`src/rtl/mcfe_pkg.sv`:
```
// Package for the motor command frame encoder.
// Holds the command codes, the Q16.16 limits of the MIT fields and the stage enable type.
// No dependencies.
package mcfe_pkg;

   localparam int Q_W = 32;
   localparam longint Q_ONE = 64'sd65536;

   typedef enum logic [3:0] {
      OP_DUTY      = 4'd0,
      OP_CURRENT   = 4'd1,
      OP_BRAKE     = 4'd2,
      OP_RPM       = 4'd3,
      OP_POS       = 4'd4,
      OP_ORIGIN    = 4'd5,
      OP_POS_SPEED = 4'd6,
      OP_RUN       = 4'd7,
      OP_IDLE      = 4'd8,
      OP_ZERO      = 4'd9,
      OP_MIT       = 4'd10
   } op_type;

   localparam logic [16:0] SCALE_DUTY    = 17'd100000;
   localparam logic [16:0] SCALE_CURRENT = 17'd1000;
   localparam logic [16:0] SCALE_RPM     = 17'd1;
   localparam logic [16:0] SCALE_POS     = 17'd10000;

   // Reciprocal of ten for 16-bit magnitudes: x / 10 == (x * RECIP_TEN) >> RECIP_TEN_SHIFT.
   localparam logic [15:0] RECIP_TEN       = 16'd52429;
   localparam int          RECIP_TEN_SHIFT = 19;

   localparam logic [7:0] TAIL_RUN  = 8'hfc;
   localparam logic [7:0] TAIL_IDLE = 8'hfd;
   localparam logic [7:0] TAIL_ZERO = 8'hfe;

   // Each span equals DIV << SHIFT, which splits the exact division in two.
   localparam longint POS_LIM   = 12 * Q_ONE + Q_ONE / 2;
   localparam int     POS_SHIFT = 16;
   localparam int     POS_DIV   = 25;
   localparam longint VEL_LIM   = 45 * Q_ONE;
   localparam int     VEL_SHIFT = 17;
   localparam int     VEL_DIV   = 45;
   localparam longint KP_LIM    = 500 * Q_ONE;
   localparam int     KP_SHIFT  = 18;
   localparam int     KP_DIV    = 125;
   localparam longint KD_LIM    = 5 * Q_ONE;
   localparam int     KD_SHIFT  = 16;
   localparam int     KD_DIV    = 5;
   localparam longint TRQ_LIM   = 18 * Q_ONE;
   localparam int     TRQ_SHIFT = 18;
   localparam int     TRQ_DIV   = 9;

   typedef struct packed {
      logic s1;
      logic s2;
      logic s3;
   } stage_en_type;

endpackage

```
`src/rtl/motor_command_frame_encoder.sv`:
```
// Motor command frame encoder: turns one motor command into one CAN frame.
// Depends on mcfe_pkg and mcfe_mit_field.
//
//   Channel  Direction  Contents
//   req_     in         motor command, op in tuser, operands in tdata
//   rsp_     out        CAN frame, extended flag in tuser, id, length and data in tdata
//
// Every command passes four register stages; the fourth is the output register.
// One command can be taken in every cycle unless an output stall has filled the pipeline.
// Each stage moves on when it is empty or the stage after it moves, so a stall
// on the output fills the pipeline before req_tready falls.
// Reset clears the valid bits only. Commands with an unknown op are taken and dropped.
module motor_command_frame_encoder
   import mcfe_pkg::*;
(
   input  logic         clock,
   input  logic         reset,
   input  logic         req_tvalid,
   output logic         req_tready,
   // motor_id, value, position, speed, accel, velocity, stiffness, damping, torque_ff
   input  logic [231:0] req_tdata,
   // op
   input  logic [3:0]   req_tuser,
   output logic         rsp_tvalid,
   input  logic         rsp_tready,
   // frame_id, length, payload
   output logic [103:0] rsp_tdata,
   // extended
   output logic [0:0]   rsp_tuser
);

   op_type               op_in;
   logic [7:0]           cid_in;
   logic signed [31:0]   value_in, position_in, velocity_in, torque_in;
   logic signed [15:0]   speed_in, accel_in;
   logic [30:0]          stiffness_in, damping_in;

   stage_en_type         stage_en;
   logic                 out_en;

   logic                 s1_valid_ff, s2_valid_ff, s3_valid_ff, out_valid_ff;
   op_type               s1_op_ff, s2_op_ff, s3_op_ff;
   logic [7:0]           s1_cid_ff, s2_cid_ff, s3_cid_ff;

   logic signed [31:0]   servo_q;
   logic [16:0]          servo_k;
   logic signed [49:0]   s1_prod_in, s1_prod_ff;
   logic [15:0]          spd_mag, acc_mag;
   logic [31:0]          s1_spd_prod_ff, s1_acc_prod_ff;
   logic                 s1_spd_neg_ff, s1_acc_neg_ff;

   logic signed [49:0]   servo_adj;
   logic signed [33:0]   s2_servo_ff;
   logic [12:0]          s2_spd_ff, s2_acc_ff;
   logic                 s2_spd_neg_ff, s2_acc_neg_ff;

   logic [31:0]          s3_sat_in, s3_sat_ff;
   logic [15:0]          s3_spd_ff, s3_acc_ff;

   logic [15:0]          mit_pos;
   logic [11:0]          mit_vel, mit_kp, mit_kd, mit_trq;

   logic [28:0]          id_in, id_ff;
   logic                 ext_in, ext_ff;
   logic [3:0]           len_in, len_ff;
   logic [63:0]          pay_in, pay_ff;

   assign op_in        = op_type'(req_tuser);
   assign cid_in       = req_tdata[7:0];
   assign value_in     = req_tdata[39:8];
   assign position_in  = req_tdata[71:40];
   assign speed_in     = req_tdata[87:72];
   assign accel_in     = req_tdata[103:88];
   assign velocity_in  = req_tdata[135:104];
   assign stiffness_in = req_tdata[166:136];
   assign damping_in   = req_tdata[197:167];
   assign torque_in    = req_tdata[229:198];

   assign out_en      = !out_valid_ff || rsp_tready;
   assign stage_en.s3 = !s3_valid_ff || out_en;
   assign stage_en.s2 = !s2_valid_ff || !s3_valid_ff || out_en;
   assign stage_en.s1 = !s1_valid_ff || !s2_valid_ff || !s3_valid_ff || out_en;
   assign req_tready  = stage_en.s1;

   always_ff @(posedge clock) begin
      if (reset) begin
         s1_valid_ff  <= 1'b0;
         s2_valid_ff  <= 1'b0;
         s3_valid_ff  <= 1'b0;
         out_valid_ff <= 1'b0;
      end else begin
         if (stage_en.s1) begin
            s1_valid_ff <= req_tvalid && (op_in <= OP_MIT);
         end
         if (stage_en.s2) begin
            s2_valid_ff <= s1_valid_ff;
         end
         if (stage_en.s3) begin
            s3_valid_ff <= s2_valid_ff;
         end
         if (out_en) begin
            out_valid_ff <= s3_valid_ff;
         end
      end
   end

   always_comb begin
      servo_q = value_in;
      servo_k = SCALE_RPM;
      case (op_in)
         OP_DUTY: begin
            servo_k = SCALE_DUTY;
         end
         OP_CURRENT, OP_BRAKE: begin
            servo_k = SCALE_CURRENT;
         end
         OP_POS, OP_POS_SPEED: begin
            servo_q = position_in;
            servo_k = SCALE_POS;
         end
         default: begin
            servo_k = SCALE_RPM;
         end
      endcase
      s1_prod_in = servo_q * $signed({1'b0, servo_k});
      spd_mag    = speed_in[15] ? 16'(-speed_in) : 16'(speed_in);
      acc_mag    = accel_in[15] ? 16'(-accel_in) : 16'(accel_in);
   end

   always_ff @(posedge clock) begin
      if (stage_en.s1) begin
         s1_op_ff       <= op_in;
         s1_cid_ff      <= cid_in;
         s1_prod_ff     <= s1_prod_in;
         s1_spd_prod_ff <= spd_mag * RECIP_TEN;
         s1_acc_prod_ff <= acc_mag * RECIP_TEN;
         s1_spd_neg_ff  <= speed_in[15];
         s1_acc_neg_ff  <= accel_in[15];
      end
   end

   assign servo_adj = s1_prod_ff + (s1_prod_ff[49] ? 50'sd65535 : 50'sd0);

   always_ff @(posedge clock) begin
      if (stage_en.s2) begin
         s2_op_ff      <= s1_op_ff;
         s2_cid_ff     <= s1_cid_ff;
         s2_servo_ff   <= servo_adj[49:16];
         s2_spd_ff     <= s1_spd_prod_ff[RECIP_TEN_SHIFT+12:RECIP_TEN_SHIFT];
         s2_acc_ff     <= s1_acc_prod_ff[RECIP_TEN_SHIFT+12:RECIP_TEN_SHIFT];
         s2_spd_neg_ff <= s1_spd_neg_ff;
         s2_acc_neg_ff <= s1_acc_neg_ff;
      end
   end

   always_comb begin
      if (s2_servo_ff > 34'sd2147483647) begin
         s3_sat_in = 32'h7fff_ffff;
      end else if (s2_servo_ff < -34'sd2147483648) begin
         s3_sat_in = 32'h8000_0000;
      end else begin
         s3_sat_in = s2_servo_ff[31:0];
      end
   end

   always_ff @(posedge clock) begin
      if (stage_en.s3) begin
         s3_op_ff  <= s2_op_ff;
         s3_cid_ff <= s2_cid_ff;
         s3_sat_ff <= s3_sat_in;
         s3_spd_ff <= s2_spd_neg_ff ? 16'(-{3'b000, s2_spd_ff}) : {3'b000, s2_spd_ff};
         s3_acc_ff <= s2_acc_neg_ff ? 16'(-{3'b000, s2_acc_ff}) : {3'b000, s2_acc_ff};
      end
   end

   mcfe_mit_field #(
      .LO(-POS_LIM), .HI(POS_LIM), .BITS(16), .SHIFT(POS_SHIFT), .DIV(POS_DIV)
   ) u_pos (
      .clock(clock), .stage_en(stage_en), .x(position_in), .q(mit_pos)
   );

   mcfe_mit_field #(
      .LO(-VEL_LIM), .HI(VEL_LIM), .BITS(12), .SHIFT(VEL_SHIFT), .DIV(VEL_DIV)
   ) u_vel (
      .clock(clock), .stage_en(stage_en), .x(velocity_in), .q(mit_vel)
   );

   mcfe_mit_field #(
      .LO(64'sd0), .HI(KP_LIM), .BITS(12), .SHIFT(KP_SHIFT), .DIV(KP_DIV)
   ) u_kp (
      .clock(clock), .stage_en(stage_en), .x($signed({1'b0, stiffness_in})), .q(mit_kp)
   );

   mcfe_mit_field #(
      .LO(64'sd0), .HI(KD_LIM), .BITS(12), .SHIFT(KD_SHIFT), .DIV(KD_DIV)
   ) u_kd (
      .clock(clock), .stage_en(stage_en), .x($signed({1'b0, damping_in})), .q(mit_kd)
   );

   mcfe_mit_field #(
      .LO(-TRQ_LIM), .HI(TRQ_LIM), .BITS(12), .SHIFT(TRQ_SHIFT), .DIV(TRQ_DIV)
   ) u_trq (
      .clock(clock), .stage_en(stage_en), .x(torque_in), .q(mit_trq)
   );

   always_comb begin
      id_in  = (s3_op_ff <= OP_POS_SPEED) ? 29'({s3_op_ff, s3_cid_ff}) : 29'(s3_cid_ff);
      ext_in = 1'b1;
      len_in = 4'd8;
      pay_in = 64'd0;
      case (s3_op_ff)
         OP_DUTY, OP_CURRENT, OP_BRAKE, OP_RPM, OP_POS: begin
            len_in = 4'd4;
            pay_in = {s3_sat_ff, 32'd0};
         end
         OP_ORIGIN: begin
            len_in = 4'd0;
         end
         OP_POS_SPEED: begin
            pay_in = {s3_sat_ff, s3_spd_ff, s3_acc_ff};
         end
         OP_RUN: begin
            pay_in = {56'hff_ffff_ffff_ffff, TAIL_RUN};
         end
         OP_IDLE: begin
            pay_in = {56'hff_ffff_ffff_ffff, TAIL_IDLE};
         end
         OP_ZERO: begin
            pay_in = {56'hff_ffff_ffff_ffff, TAIL_ZERO};
         end
         OP_MIT: begin
            ext_in = 1'b0;
            pay_in = {mit_pos, mit_vel, mit_kp, mit_kd, mit_trq};
         end
         default: begin
            len_in = 4'd0;
         end
      endcase
   end

   always_ff @(posedge clock) begin
      if (out_en) begin
         id_ff  <= id_in;
         ext_ff <= ext_in;
         len_ff <= len_in;
         pay_ff <= pay_in;
      end
   end

   assign rsp_tvalid = out_valid_ff;
   assign rsp_tdata  = {7'd0, pay_ff, len_ff, id_ff};
   assign rsp_tuser  = ext_ff;

endmodule

```
`src/rtl/mcfe_mit_field.sv`:
```
// Three-stage scaler for one MIT field: clamp, scale to BITS bits, exact floor division.
// Depends on mcfe_pkg.
module mcfe_mit_field
   import mcfe_pkg::*;
#(
   parameter longint LO    = -POS_LIM,
   parameter longint HI    = POS_LIM,
   parameter int     BITS  = 16,
   parameter int     SHIFT = POS_SHIFT,
   parameter int     DIV   = POS_DIV
)(
   input  logic                   clock,
   input  stage_en_type           stage_en,
   input  logic signed [Q_W-1:0]  x,
   output logic [BITS-1:0]        q
);

   localparam longint SPAN = HI - LO;
   localparam int     DW   = $clog2(SPAN + 1);
   localparam int     WW   = DW + BITS;
   localparam int     MW   = WW - SHIFT;
   localparam int     K    = MW + 8;
   localparam longint MUL  = ((64'sd1 <<< K) + DIV - 1) / DIV;
   localparam int     MULW = $clog2(MUL + 1);
   localparam int     PW   = MW + MULW;
   localparam int     CW   = Q_W + 2;

   localparam logic signed [CW-1:0] LO_C  = CW'(LO);
   localparam logic signed [CW-1:0] HI_C  = CW'(HI);
   localparam logic [MULW-1:0]      MUL_C = MULW'(MUL);

   logic signed [CW-1:0] x_ext;
   logic signed [CW-1:0] clamped;
   logic signed [CW-1:0] diff;
   logic [DW-1:0]        d_in, d_ff;
   logic [WW-1:0]        wide;
   logic [MW-1:0]        m_in, m_ff;
   logic [PW-1:0]        prod_in, prod_ff;
   logic [PW-1:0]        shifted;

   always_comb begin
      x_ext = CW'(x);
      if (x_ext < LO_C) begin
         clamped = LO_C;
      end else if (x_ext > HI_C) begin
         clamped = HI_C;
      end else begin
         clamped = x_ext;
      end
      diff = clamped - LO_C;
      d_in = diff[DW-1:0];
   end

   assign wide    = {d_ff, BITS'(0)} - WW'(d_ff);
   assign m_in    = wide[WW-1:SHIFT];
   assign prod_in = PW'(m_ff) * PW'(MUL_C);
   assign shifted = prod_ff >> K;
   assign q       = shifted[BITS-1:0];

   always_ff @(posedge clock) begin
      if (stage_en.s1) begin
         d_ff <= d_in;
      end
      if (stage_en.s2) begin
         m_ff <= m_in;
      end
      if (stage_en.s3) begin
         prod_ff <= prod_in;
      end
   end

endmodule

```
`config.mk`:
```
export PLATFORM = sky130hd
export DESIGN_NAME = motor_command_frame_encoder
export DESIGN_NICKNAME = d
export VERILOG_FILES = /design/src/rtl/mcfe_pkg.sv /design/src/rtl/motor_command_frame_encoder.sv /design/src/rtl/mcfe_mit_field.sv
export SDC_FILE = /design/constraint.sdc
export NUM_CORES = 2
export LEC_CHECK = 0
export ABC_CLOCK_PERIOD_IN_PS = 15900
export BUFFER_PORTS_ARGS = -buffer_cell sky130_fd_sc_hd__buf_2
export CORE_UTILIZATION = 25
export DETAILED_ROUTE_END_ITERATION = 16
export PLACE_DENSITY = 0.36
export SLEW_MARGIN = 20
export SYNTH_ARGS = -nofsm -noshare
export SYNTH_HDL_FRONTEND = slang
export SYNTH_SLANG_ARGS = --single-unit
```
`constraint.sdc`:
```
create_clock -name clock -period 15.9 [get_ports clock]
set_input_delay 0.795 -clock clock [delete_from_list [all_inputs] [get_ports clock]]
set_output_delay 0.795 -clock clock [all_outputs]
set_load 0.05 [all_outputs]
```
==> results.md <==
- Max Cap Viol: 0
- Clock Tree Buf Depth: 4
- Initial DRT Pass Iterations: 5
- Asr flop ratio synth: 0%
- Max Clk Rate: between 100 and 150 MHz
- RSZ-0062 raised after global routing: no
- Cells after synthesis: 6810
- Setup_tns: 0 ns
- Fin. max-slew vios: 0
- Relative slew slack: about a quarter
- CP Max Fanout: 26
- Status: finished clean
- Synth Warn #: 0
- CP Class: in -> reg
- Minimum clock period: between 8 and 9 ns
- Worst path arrival time: 9.34 ns
- Number of H-tree levels: 3
- Crit share post-route: a little under three fifths
- Hold Fails Final Rpt: 0
- Hold path depth: 1
- Total GRT Usage: between 10% and 20%
- Clock sink count: between 500 and 600
- Total Wirelength: around 210 mm
- Pin count of the biggest net entering global routing: about 140
- Post-Syn Area per Cell: 10.8 µm²
- Setup violations, final: 0
- Least-Margin Pin Slew: 1.13 ns
- Starting density of the core: 25.2%
- Num ports: approximately 350
- CTS tree: done
- Netlist Area Pre-Place: about 74000 µm²
- Crit path capture type: register
- FF-to-FF End: u_pos.prod_ff[43]
- Initial antenna violation count: 11
- Fin nets: 9693
- Row cnt: 198
- Fillcell total: 30900
- Sequential area share after synthesis: 23.9%
- Ys flop type: edfxtp_1
- First-pass GRT wire length: between 300 and 400 mm
- Area share of the largest cell type after synthesis: 27.2%
- Area post-placement: 80000 µm²
- Via count: 46800
- R2r worst-path depth: 22
- Required time worst endpoint: 16.40 ns
- Number of flops mapped to enable cells by yosys: 582
- Area contributors post-synth: fa_1 27%, edfxtp_1 24%, ha_1 22%
- CTS Hold Bufs: 0
- CTS-repair resized insts: 0
- Synthesis-stage register bit count: about 590
- Vias/cell: 4.21
- Port Buf Inserts: 318
- FF-to-FF setup slack: 8.13 ns
- Library cells used by synthesis: 88
- Routed Antenna Nets: 0
- Buffer count from post-CTS setup fixing: 0
- Die area: 296000 µm²
- Worst skew pair latency: around 0.80 ns
- Core area: 292000 µm²
- Vias in the first global route: 51500
- Hold WC Path Type: in -> reg
- Hold Path End: s1_cid_ff[4]
- Placer Congestion: ~0.83
- Total congestion overflow: 0
- Clock buffer count from CTS: 85
- Design Area, Final: 82700 µm²
- Hold path startpoint: req_tdata[4]
- Chip Width: 544 µm
- WL/cell: 18.8 µm
- Yosys top cell by area: fa_1
- Dpl hpwl: 180 mm
- DRT iter0 DRCs: 1940
- Clock skew: 0.0654 ns
- Area growth syn-to-layout: 12.4%
- Worst setup SP type: input port
- Die height: 544 µm
- RR Startpoint: u_pos.m_ff[4]
- # DRC: 0
- Clk slew on worst S/H paths: 0.05 ns
- Share of layout cells above drive strength 1: 7.46%
- Root Buffer: clkbuf_16
-- cell families (layout without fill, tap and decap cells) --
family / count (synthesis) / in the layout / synth area share (%)
AND/OR/NAND/NOR: 1088 / 1088 / 7.32
buffers and inverters: 1840 / 2220 / 9.53
adder cells (fa/ha/maj): 2294 / 2294 / 49.2
other: 1 / 34 / 0.00510
multiplexers: 2 / 2 / 0.0289
AO/OA/AOI/OAI: 696 / 696 / 6.42
flip-flops: 586 / 586 / 23.9
XOR/XNOR: 303 / 303 / 3.61
-- how the worst max path moves through the flow --
stage                             from              to  slack [ns]
after floorplan             rsp_tready   s1_acc_neg_ff        6.26
after global placement    req_tuser[0]  s1_prod_ff[48]        6.26
after detailed placement  req_tuser[0]  s1_prod_ff[48]        6.25
after CTS                 req_tuser[0]  s1_prod_ff[48]        7.07
after global routing      req_tuser[3]  s1_prod_ff[48]        6.63
final                     req_tuser[3]  s1_prod_ff[48]        7.05
-- synthesized netlist by cell type (all sizes together) (5+ instances only) --
| master | count |
|---|---|
| a2111oi | 8 |
| a211oi | 16 |
| a21boi | 8 |
| a21o | 85 |
| a21oi | 202 |
| a221o | 65 |
| a221oi | 5 |
| a311oi | 5 |
| a31o | 5 |
| a31oi | 14 |
| a41o | 7 |
| and2 | 89 |
| and3 | 52 |
| and4 | 6 |
| buf | 29 |
| clkbuf | 91 |
| edfxtp | 582 |
| fa | 998 |
| ha | 1296 |
| inv | 1720 |
| nand2 | 197 |
| nand2b | 46 |
| nand3 | 60 |
| nand4 | 53 |
| nor2 | 367 |
| nor2b | 22 |
| nor3 | 65 |
| nor4 | 44 |
| nor4b | 8 |
| o211a | 5 |
| o211ai | 18 |
| o21a | 35 |
| o21ai | 126 |
| o21bai | 15 |
| o22ai | 5 |
| o31a | 7 |
| o31ai | 27 |
| o41ai | 12 |
| or2 | 25 |
| or3 | 23 |
| or4 | 15 |
| xnor2 | 228 |
| xor2 | 75 |
-- stage by stage --
step                      std cells  util (%)  hold slack [ns]  worst slack [ns]
after CTS                     11100      28.3            0.138              7.07
final                         11100      28.3            0.208              7.05
after global routing          11100      28.3            0.154              6.63
after detailed placement      11000      27.4            0.405              6.25
after floorplan                6836         -            0.400              6.26
after global placement        11000      27.4            0.400              6.26
-- flip-flops by register name (all words and copies together) (netlist names), 18 cells and up --
| name | count |
|---|---|
| pay_ff | 64 |
| s1_prod_ff | 50 |
| s2_servo_ff | 34 |
| s3_sat_ff | 32 |
| u_kd.d_ff | 19 |
| u_kp.d_ff | 25 |
| u_kp.m_ff | 19 |
| u_pos.d_ff | 21 |
| u_pos.m_ff | 21 |
| u_trq.d_ff | 22 |
| u_vel.d_ff | 23 |
| u_vel.m_ff | 18 |
-- metal layers --
layer  wire [µm]  track usage [%]
met2      102000             25.0
met5           0                0
met4        3910             2.89
met1       98700             19.4
met3        4260             1.16
-- worst max-delay path: stages --
cell and delay, ns:
buf_2 0.15, nor2_1 0.37, and2_1 0.21, buf_4 0.41, nand2_1 0.19, inv_1 0.19, a21oi_1 0.08, nor2_1 0.27
nand2_1 0.16, inv_1 0.14, nor2_1 0.08, fa_1 0.53, fa_1 0.55, inv_1 0.05, fa_1 0.52, fa_1 0.46
fa_1 0.54, inv_1 0.05, fa_1 0.53, inv_1 0.04, ha_1 0.46, nand4_1 0.18, nor3_1 0.21, nand4_1 0.22
o41ai_1 0.90, o21ai_1 0.28, nor4bb_1 0.19, or4_1 0.51
-- layout by cell type, fill, tap and decap left out, types with 36 or more instances in the layout --
cell | netlist | layout
o21ai_0 | 120 | 120
a21o_1 | 85 | 85
buf_4 | 26 | 36
inv_1 | 1720 | 1719
edfxtp_1 | 582 | 582
nand3_1 | 60 | 59
nand2b_1 | 46 | 46
nor3_1 | 63 | 63
clkbuf_16 | 0 | 85
nand4_1 | 53 | 53
xnor2_1 | 228 | 228
a221o_1 | 65 | 65
buf_2 | 1 | 318
and2_1 | 88 | 88
fa_1 | 998 | 998
xor2_1 | 75 | 75
nor4_1 | 42 | 42
a21oi_1 | 201 | 199
and3_1 | 52 | 52
nor2_1 | 367 | 362
ha_1 | 1296 | 1296
nand2_1 | 197 | 196
-- final cells by class --
cell class | instances | area [µm²] | area share [%]
sequential | 586 | 17600 | 21.2
multi-input combinational | 4410 | 49200 | 59.5
inverter | 1720 | 6460 | 7.81
timing repair buffer | 356 | 1900 | 2.30
clock buffer | 100 | 2200 | 2.66
antenna | 7 | 17.5 | 0.0212
clock inverter | 44 | 509 | 0.616
tap | 3900 | 4880 | 5.90
Power is left out: the tool's default activity adds up to more than one toggle a clock period on the data nets, which glitch-free logic cannot reach.
